### src/cwc_pkg.sv
`timescale 1ns / 1ps

package cwc_pkg;

  localparam int MaxQueueDefault = 16;
  localparam int TimeW = 48;
  localparam int SpanW = 32;
  localparam int SeqW = 32;
  localparam int CntW = 16;
  localparam int ResW = 8;
  localparam int LimitW = 5;
  localparam logic [LimitW-1:0] LimitReset = 5'd4;

  typedef enum logic [2:0] {
    FnRequest = 3'd0,
    FnObserve = 3'd1,
    FnFinish  = 3'd2,
    FnPop     = 3'd3,
    FnCancel  = 3'd4,
    FnStart   = 3'd5,
    FnStop    = 3'd6,
    FnUnused  = 3'd7
  } func_e;

  typedef enum logic [2:0] {
    StNone      = 3'd0,
    StStarted   = 3'd1,
    StMerged    = 3'd2,
    StQueueFull = 3'd3,
    StStopped   = 3'd4,
    StFailed    = 3'd5,
    StQueued    = 3'd6
  } status_e;

  typedef enum logic [2:0] {
    PhStopped   = 3'd0,
    PhBuilding  = 3'd1,
    PhCollect   = 3'd2,
    PhQueueFull = 3'd3,
    PhQueued    = 3'd4,
    PhIdle      = 3'd5
  } phase_e;

  typedef struct packed {
    logic [2:0]       func;
    logic [TimeW-1:0] time_value;
    logic [SpanW-1:0] pre_span;
    logic [SpanW-1:0] post_span;
    logic             trigger_automatic;
    logic [ResW-1:0]  trigger_resource;
    logic [CntW-1:0]  trigger_score;
    logic             snapshot_ok;
  } cwc_in_t;

  typedef struct packed {
    logic [2:0]       status_code;
    logic [2:0]       phase;
    logic [4:0]       queue_count;
    logic             req_open;
    logic             window_valid;
    logic [SeqW-1:0]  window_sequence;
    logic [TimeW-1:0] window_start;
    logic [TimeW-1:0] window_end;
    logic [CntW-1:0]  window_triggers;
    logic [CntW-1:0]  window_auto_triggers;
    logic [ResW-1:0]  window_best_resource;
    logic [CntW-1:0]  window_best_score;
  } cwc_out_t;

  typedef struct packed {
    logic [SeqW-1:0]  seq_no;
    logic [TimeW-1:0] t_start;
    logic [TimeW-1:0] t_end;
    logic [CntW-1:0]  triggers;
    logic [CntW-1:0]  auto_triggers;
    logic [ResW-1:0]  best_resource;
    logic [CntW-1:0]  best_score;
  } cwc_window_t;

  typedef struct packed {
    logic            accepting;
    logic            pending_valid;
    cwc_window_t     pending;
    logic            snapshot_busy;
    logic            last_rejected;
    logic [SeqW-1:0] next_seq;
  } cwc_state_t;

endpackage

### src/cwc_step.sv
`timescale 1ns / 1ps

module cwc_step #(
  parameter int MaxQueue = cwc_pkg::MaxQueueDefault,
  parameter int QW = $clog2(MaxQueue + 1)
) (
  input  cwc_pkg::cwc_state_t          state_i,
  input  logic [QW-1:0]                queued_i,
  input  logic [cwc_pkg::LimitW-1:0]   limit_i,
  input  cwc_pkg::cwc_in_t             item_i,
  output cwc_pkg::cwc_state_t          state_o,
  output logic [QW-1:0]                queued_o,
  output cwc_pkg::cwc_out_t            res_o
);
  import cwc_pkg::*;

  localparam int CW = ((QW > LimitW) ? QW : LimitW) + 1;

  logic [CW-1:0]    lim;
  logic [CW-1:0]    rsv;
  logic [CW-1:0]    rsv_n;
  logic [TimeW:0]   diff;
  logic [TimeW:0]   sum;
  logic [TimeW-1:0] req_start;
  logic [TimeW-1:0] req_end;
  logic [2:0]       status;
  logic             wv;
  cwc_window_t      win;
  logic [2:0]       phase;

  function automatic logic [CntW-1:0] sat_inc(input logic [CntW-1:0] v);
    sat_inc = (v == {CntW{1'b1}}) ? v : v + CntW'(1);
  endfunction

  assign lim = (CW'(limit_i) < CW'(MaxQueue)) ? CW'(limit_i) : CW'(MaxQueue);
  assign rsv = CW'(queued_i) + CW'(state_i.snapshot_busy) + CW'(state_i.pending_valid);

  // clamp the window to the time range
  assign diff = {1'b0, item_i.time_value} - (TimeW+1)'(item_i.pre_span);
  assign sum  = {1'b0, item_i.time_value} + (TimeW+1)'(item_i.post_span);
  assign req_start = diff[TimeW] ? '0 : diff[TimeW-1:0];
  assign req_end   = sum[TimeW] ? {TimeW{1'b1}} : sum[TimeW-1:0];

  always_comb begin
    state_o  = state_i;
    queued_o = queued_i;
    status   = StNone;
    wv       = 1'b0;
    win      = '0;
    case (item_i.func)
      FnRequest: begin
        if (!state_i.accepting) begin
          status = StStopped;
        end else if (state_i.pending_valid) begin
          if (req_start < state_i.pending.t_start) begin
            state_o.pending.t_start = req_start;
          end
          if (req_end > state_i.pending.t_end) begin
            state_o.pending.t_end = req_end;
          end
          state_o.pending.triggers = sat_inc(state_i.pending.triggers);
          if (item_i.trigger_automatic) begin
            state_o.pending.auto_triggers = sat_inc(state_i.pending.auto_triggers);
            if (item_i.trigger_score >= state_i.pending.best_score) begin
              state_o.pending.best_resource = item_i.trigger_resource;
              state_o.pending.best_score    = item_i.trigger_score;
            end
          end
          state_o.last_rejected = 1'b0;
          status = StMerged;
        end else if (rsv >= lim) begin
          state_o.last_rejected = 1'b1;
          status = StQueueFull;
        end else begin
          state_o.pending_valid         = 1'b1;
          state_o.pending.seq_no        = state_i.next_seq;
          state_o.next_seq              = state_i.next_seq + SeqW'(1);
          state_o.pending.t_start       = req_start;
          state_o.pending.t_end         = req_end;
          state_o.pending.triggers      = CntW'(1);
          state_o.pending.auto_triggers = CntW'(item_i.trigger_automatic);
          state_o.pending.best_resource =
            item_i.trigger_automatic ? item_i.trigger_resource : '0;
          state_o.pending.best_score    =
            item_i.trigger_automatic ? item_i.trigger_score : '0;
          state_o.last_rejected = 1'b0;
          status = StStarted;
        end
      end
      FnObserve: begin
        if (!state_i.snapshot_busy && state_i.pending_valid &&
            item_i.time_value >= state_i.pending.t_end) begin
          wv = 1'b1;
          win = state_i.pending;
          state_o.pending_valid = 1'b0;
          state_o.pending = '0;
          state_o.snapshot_busy = 1'b1;
        end
      end
      FnFinish: begin
        if (state_i.snapshot_busy) begin
          state_o.snapshot_busy = 1'b0;
          if (item_i.snapshot_ok && (CW'(queued_i) < lim)) begin
            queued_o = queued_i + QW'(1);
            state_o.last_rejected = 1'b0;
            status = StQueued;
          end else if (!item_i.snapshot_ok) begin
            status = StFailed;
          end else begin
            state_o.last_rejected = 1'b1;
            status = StQueueFull;
          end
        end
      end
      FnPop: begin
        if (queued_i != '0) begin
          queued_o = queued_i - QW'(1);
          status = StQueued;
        end
      end
      FnCancel: begin
        state_o.pending_valid = 1'b0;
        state_o.pending = '0;
      end
      FnStart: begin
        state_o.accepting = 1'b1;
      end
      FnStop: begin
        state_o.accepting = 1'b0;
        state_o.pending_valid = 1'b0;
        state_o.pending = '0;
      end
      default: begin
      end
    endcase
  end

  assign rsv_n = CW'(queued_o) + CW'(state_o.snapshot_busy) + CW'(state_o.pending_valid);

  always_comb begin
    if (!state_o.accepting) begin
      phase = PhStopped;
    end else if (state_o.snapshot_busy) begin
      phase = PhBuilding;
    end else if (state_o.pending_valid) begin
      phase = PhCollect;
    end else if (state_o.last_rejected) begin
      phase = PhQueueFull;
    end else if (queued_o != '0) begin
      phase = PhQueued;
    end else begin
      phase = PhIdle;
    end
  end

  always_comb begin
    res_o.status_code          = status;
    res_o.phase                = phase;
    res_o.queue_count          = 5'(queued_o);
    res_o.req_open             = state_o.accepting &&
                                 (state_o.pending_valid || (rsv_n < lim));
    res_o.window_valid         = wv;
    res_o.window_sequence      = win.seq_no;
    res_o.window_start         = win.t_start;
    res_o.window_end           = win.t_end;
    res_o.window_triggers      = win.triggers;
    res_o.window_auto_triggers = win.auto_triggers;
    res_o.window_best_resource = win.best_resource;
    res_o.window_best_score    = win.best_score;
  end

endmodule

### src/capture_window_coordinator_unit.sv
`timescale 1ns / 1ps
// a request is held in the input register until the result register is free to load its result
// throughput: one request per cycle while the output is not stalled, with a combinational state update
// between the input register and the result register
// reset: clears all window and queue state, stops accepting, limit back to 4

module capture_window_coordinator_unit #(
  parameter int MaxQueue = cwc_pkg::MaxQueueDefault
) (
  input  logic                         clk_i,
  input  logic                         rst_ni,
  input  logic                         in_valid_i,
  output logic                         in_ready_o,
  input  cwc_pkg::cwc_in_t             in_data_i,
  output logic                         out_valid_o,
  input  logic                         out_ready_i,
  output cwc_pkg::cwc_out_t            out_data_o,
  input  logic                         cfg_we_i,
  input  logic [cwc_pkg::LimitW-1:0]   cfg_data_i
);
  import cwc_pkg::*;

  localparam int QW = $clog2(MaxQueue + 1);

  logic              in_valid_q;
  cwc_in_t           in_q;
  logic              out_valid_q;
  cwc_out_t          out_q;
  cwc_out_t          res_d;
  cwc_state_t        state_q;
  cwc_state_t        state_d;
  logic [QW-1:0]     queued_q;
  logic [QW-1:0]     queued_d;
  logic [LimitW-1:0] limit_q;
  logic              advance;

  assign advance    = in_valid_q && (!out_valid_q || out_ready_i);
  assign in_ready_o = !in_valid_q || advance;

  cwc_step #(
    .MaxQueue(MaxQueue),
    .QW      (QW)
  ) u_step (
    .state_i (state_q),
    .queued_i(queued_q),
    .limit_i (limit_q),
    .item_i  (in_q),
    .state_o (state_d),
    .queued_o(queued_d),
    .res_o   (res_d)
  );

  always_ff @(posedge clk_i or negedge rst_ni) begin
    if (!rst_ni) begin
      in_valid_q  <= 1'b0;
      out_valid_q <= 1'b0;
      state_q     <= '0;
      queued_q    <= '0;
      limit_q     <= LimitReset;
    end else begin
      if (in_ready_o) begin
        in_valid_q <= in_valid_i;
      end
      if (advance) begin
        out_valid_q <= 1'b1;
        state_q     <= state_d;
        queued_q    <= queued_d;
      end else if (out_ready_i) begin
        out_valid_q <= 1'b0;
      end
      if (cfg_we_i) begin
        limit_q <= cfg_data_i;
      end
    end
  end

  always_ff @(posedge clk_i) begin
    if (in_ready_o && in_valid_i) begin
      in_q <= in_data_i;
    end
    if (advance) begin
      out_q <= res_d;
    end
  end

  assign out_valid_o = out_valid_q;
  assign out_data_o  = out_q;

endmodule

### config.mk
export PLATFORM = sky130hd
export DESIGN_NAME = capture_window_coordinator_unit
export DESIGN_NICKNAME = d
export VERILOG_FILES = /design/src/cwc_pkg.sv /design/src/cwc_step.sv /design/src/capture_window_coordinator_unit.sv
export SDC_FILE = /design/constraint.sdc
export NUM_CORES = 1
export LEC_CHECK = 0
export BUFFER_PORTS_ARGS = -buffer_cell sky130_fd_sc_hd__buf_2
export CORE_MARGIN = 1.5
export CORE_UTILIZATION = 59
export CTS_CLUSTER_SIZE = 10
export DETAILED_ROUTE_END_ITERATION = 8
export GPL_ROUTABILITY_DRIVEN = 0
export PLACE_DENSITY = 0.8
export SYNTH_ARGS = -nofsm -noshare
export SYNTH_HDL_FRONTEND = slang
export SYNTH_SLANG_ARGS = --single-unit
### constraint.sdc
create_clock -name clk_i -period 9 [get_ports clk_i]
set_input_delay 1.8 -clock clk_i [delete_from_list [all_inputs] [get_ports clk_i]]
set_output_delay 1.8 -clock clk_i [all_outputs]
set_load 0.005 [all_outputs]
==> results.json <==
{
  "hold_start": "state_q[56]$_DFFE_PN0P_",
  "post_cts_buffers": 0,
  "fin_nets": 3580,
  "cp.buffers_inverters": 3,
  "grt_pass1_vias": 22457,
  "numClockSinks": 570,
  "drt_wl_total_um": 75800,
  "fmax_mhz": 139,
  "path_clk_slew_ns": 0.06,
  "dieWidth_um": 230,
  "num_io_pins": 350,
  "relSlewSlack_pct": 24.4,
  "cts-hold-fix-buffers": 0,
  "clockBufferDepth": 3,
  "setup_viol": 0,
  "crit_type": "register to register",
  "critPathArrivalTime_ns": 7.62,
  "fin_worst_skew_ns": 0.0249,
  "ir_worst_vdd_mv": 0.181,
  "busiest_layer": "met2",
  "diodes": 0,
  "cp_slowest_stage_delay_ns": 0.70,
  "insertion_delay_ns": 0.61,
  "synthTopCellsByArea": "edfxtp_1 (33%), dfrtp_1 (19%), ha_1 (10%)",
  "route.detailed.drc": 0,
  "antenna_found_initial": 1,
  "status": "finished, final reports clean",
  "use_met3_pct": 5.61,
  "dp_hpwl_um": 55500,
  "synthCells": 2855,
  "critPathMaxFanout": 43,
  "ant_nets": 0,
  "critPathTopFamily": "compound AO/OA/AOI/OAI gates",
  "grt_pass1_wl_um": 119000,
  "die-area_sq_um": 52800,
  "endpoint_kind": "register",
  "worst_r2r_endpoint": "state_q[184]$_DFFE_PN0P_",
  "ctsHtreeMaxLevel": 3,
  "fp.dieH_um": 230,
  "synth_fp_nets": 3253,
  "finalCritPeriodShare_pct": 79.7,
  "drt_iter0_drc": 2192,
  "dr.pass1.iters": 6,
  "grt_start_max_net_pins": 127,
  "cts_tree": "yes",
  "synth.cell_area_sq_um": 30300,
  "path_common_cell": "o21ai_0",
  "worstHoldEndpoint": "state_q[56]$_DFFE_PN0P_",
  "use_met1_pct": 39.1,
  "slew_viol_final": 0,
  "syn_to_final_growth_pct": 14.4,
  "hold_path.class": "register to register",
  "grt_use_total_pct": 28.6,
  "worst_slew_pin_slew_ns": 1.13,
  "yosys.area.top_type": "edfxtp_1",
  "r2r_cells": 24,
  "fp-row-count": 82,
  "ys_seq_elements": 570,
  "hold_depth": 2,
  "power_density_nw_per_um2": 200,
  "core_sq_um": 50500,
  "async_flop_share_pct": 40.7,
  "yosysMostFrequentCell": "edfxtp_1",
  "met2_usage_pct": 45.0,
  "timing.max_cap.violations": 0,
  "port_buffers": 349,
  "setup_tns_ns": 0,
  "hold_viol_final": 0,
  "cp-start-kind": "register",
  "rrSetupSlack_ns": 1.83,
  "cts_made_buffers": 69,
  "yosysWarnings": 0,
  "wire_per_inst_um": 19.4,
  "power.total_mw": 6.93,
  "vias": 23250,
  "slowest_stage": "a211oi_1",
  "rsz0062_at_grt": "false",
  "synth_edf_count": 338,
  "worst_r2r_startpoint": "in_q[90]$_DFFE_PP_",
  "cts_root_buffer": "clkbuf_16",
  "cp_cell_sequence": "inv_1 -> ha_1 -> inv_1 -> fa_1 -> a211oi_1 -> o21ai_0 -> a21o_1 -> o21ai_0 -> a21oi_1 -> a211oi_1 -> o21ai_0 -> a2111oi_0 -> xnor2_1 -> nor2_1 -> ha_1 -> nand4_1 -> nor3_1 -> nand2_1 -> nor4_1 -> o21ai_0 -> o21ai_4 -> buf_4 -> nand2b_1 -> o22ai_1",
  "critical_path_required_ns": 9.45,
  "drive_above_1_share_pct": 14.9,
  "cts_resized": 0,
  "viasPerCell": 5.95,
  "period_minus_slack_ns": 7.17,
  "start_util_pct": 60.1,
  "avgSynthCellArea_sq_um": 10.6,
  "grt_overflow": 0,
  "synthTopCellsByCount": "edfxtp_1 (338), nand2_1 (255), ha_1 (243)",
  "yosys.cell_types.count": 75,
  "p_leak_nw": 15.1,
  "synth_top_area_share_pct": 33.4,
  "ys_seq_area_share_pct": 52.6,
  "synth_ff_type": "edfxtp_1"
}
[layout by cell type (no fill, tap or decap), types with 40 or more instances in the layout]
cell	Yosys	routed
a211oi_1	47	47
nor2_1	168	168
clkbuf_16	0	70
edfxtp_1	338	338
o21ai_0	203	201
dfrtp_1	231	231
nand3_1	78	78
a21oi_1	138	138
clkbuf_1	96	40
xnor2_1	71	71
ha_1	243	243
a21o_1	81	81
xor2_1	53	53
nand2_1	255	255
inv_1	214	213
buf_2	5	348
nand4_1	44	44
and2_1	197	196
[area by class of cell]
type	count	area [sq um]
clock buffer	111	1920
clock inverter	11	116
fill	3748	15800
inverter	215	815
multi-input combinational	1961	13200
sequential	570	16000
tap	672	841
timing repair buffer	365	1890
[state kept, by name (all words and copies together), names as in the netlist]
name / count
out_valid_o: 1
limit_q: 5
state_q: 220
in_valid_q: 1
out_data_o: 197
in_q: 141
queued_q: 5
[tightest hold or removal path: stages (launching register included)]
cell     delay [ns]
dfrtp_1        0.33
nand2_1        0.04
o21ai_0        0.06
[per-stage QoR]
step	instances	hold slack, ns	worst slack [ns]	utilization (%)	area [sq um]
after global routing	3905	0.498	1.44	68.8	34700
after global placement	3783	0.453	2.42	64.8	32700
after detailed placement	3783	0.462	2.08	64.8	32700
final	3905	0.472	1.83	68.8	34700
after floorplan	2855	0.441	2.92	-	30300
after CTS	3905	0.475	2.04	68.8	34700
[routing by layer]
metal  part of all wire [%]  up-vias  routed length, um
li1                       -    10879                  -
met1                     42    11044              31900
met2                     46     1118              34600
met3                    8.1      209               6160
met4                    4.1        0               3130
met5                      0        -                  0
[cell families (layout without fill, tap and decap cells)]
family	Yosys count	count (layout)	share of synthesized area, %
XOR/XNOR	124	124	3.58
adder cells (fa/ha/maj)	247	247	10.3
multiplexers	11	11	0.400
AO/OA/AOI/OAI	646	646	13.4
AND/OR/NAND/NOR	933	933	15.6
flip-flops	570	570	52.6
buffers and inverters	324	702	4.09
[power by group]
part | internal [mW] | total [mW] | switching (mW)
registers | 2.96 | 3.10 | 0.143
logic | 0.513 | 1.30 | 0.784
clock network | 1.49 | 2.53 | 1.05
[worst max-delay path by stage]
stage                  startpoint                        to  depth (start not counted)
3_3_place_gp   in_q[90]$_DFFE_PP_  state_q[151]$_DFFE_PN0P_                         23
6_report       in_q[90]$_DFFE_PP_  state_q[184]$_DFFE_PN0P_                         24
4_1_cts        in_q[90]$_DFFE_PP_  state_q[172]$_DFFE_PN0P_                         23
5_1_grt        in_q[90]$_DFFE_PP_  state_q[151]$_DFFE_PN0P_                         23
2_1_floorplan         out_ready_i  state_q[186]$_DFFE_PN0P_                         10
3_5_place_dp   in_q[90]$_DFFE_PP_  state_q[184]$_DFFE_PN0P_                         23
No activity file was read; power rests on OpenSTA's default activity.
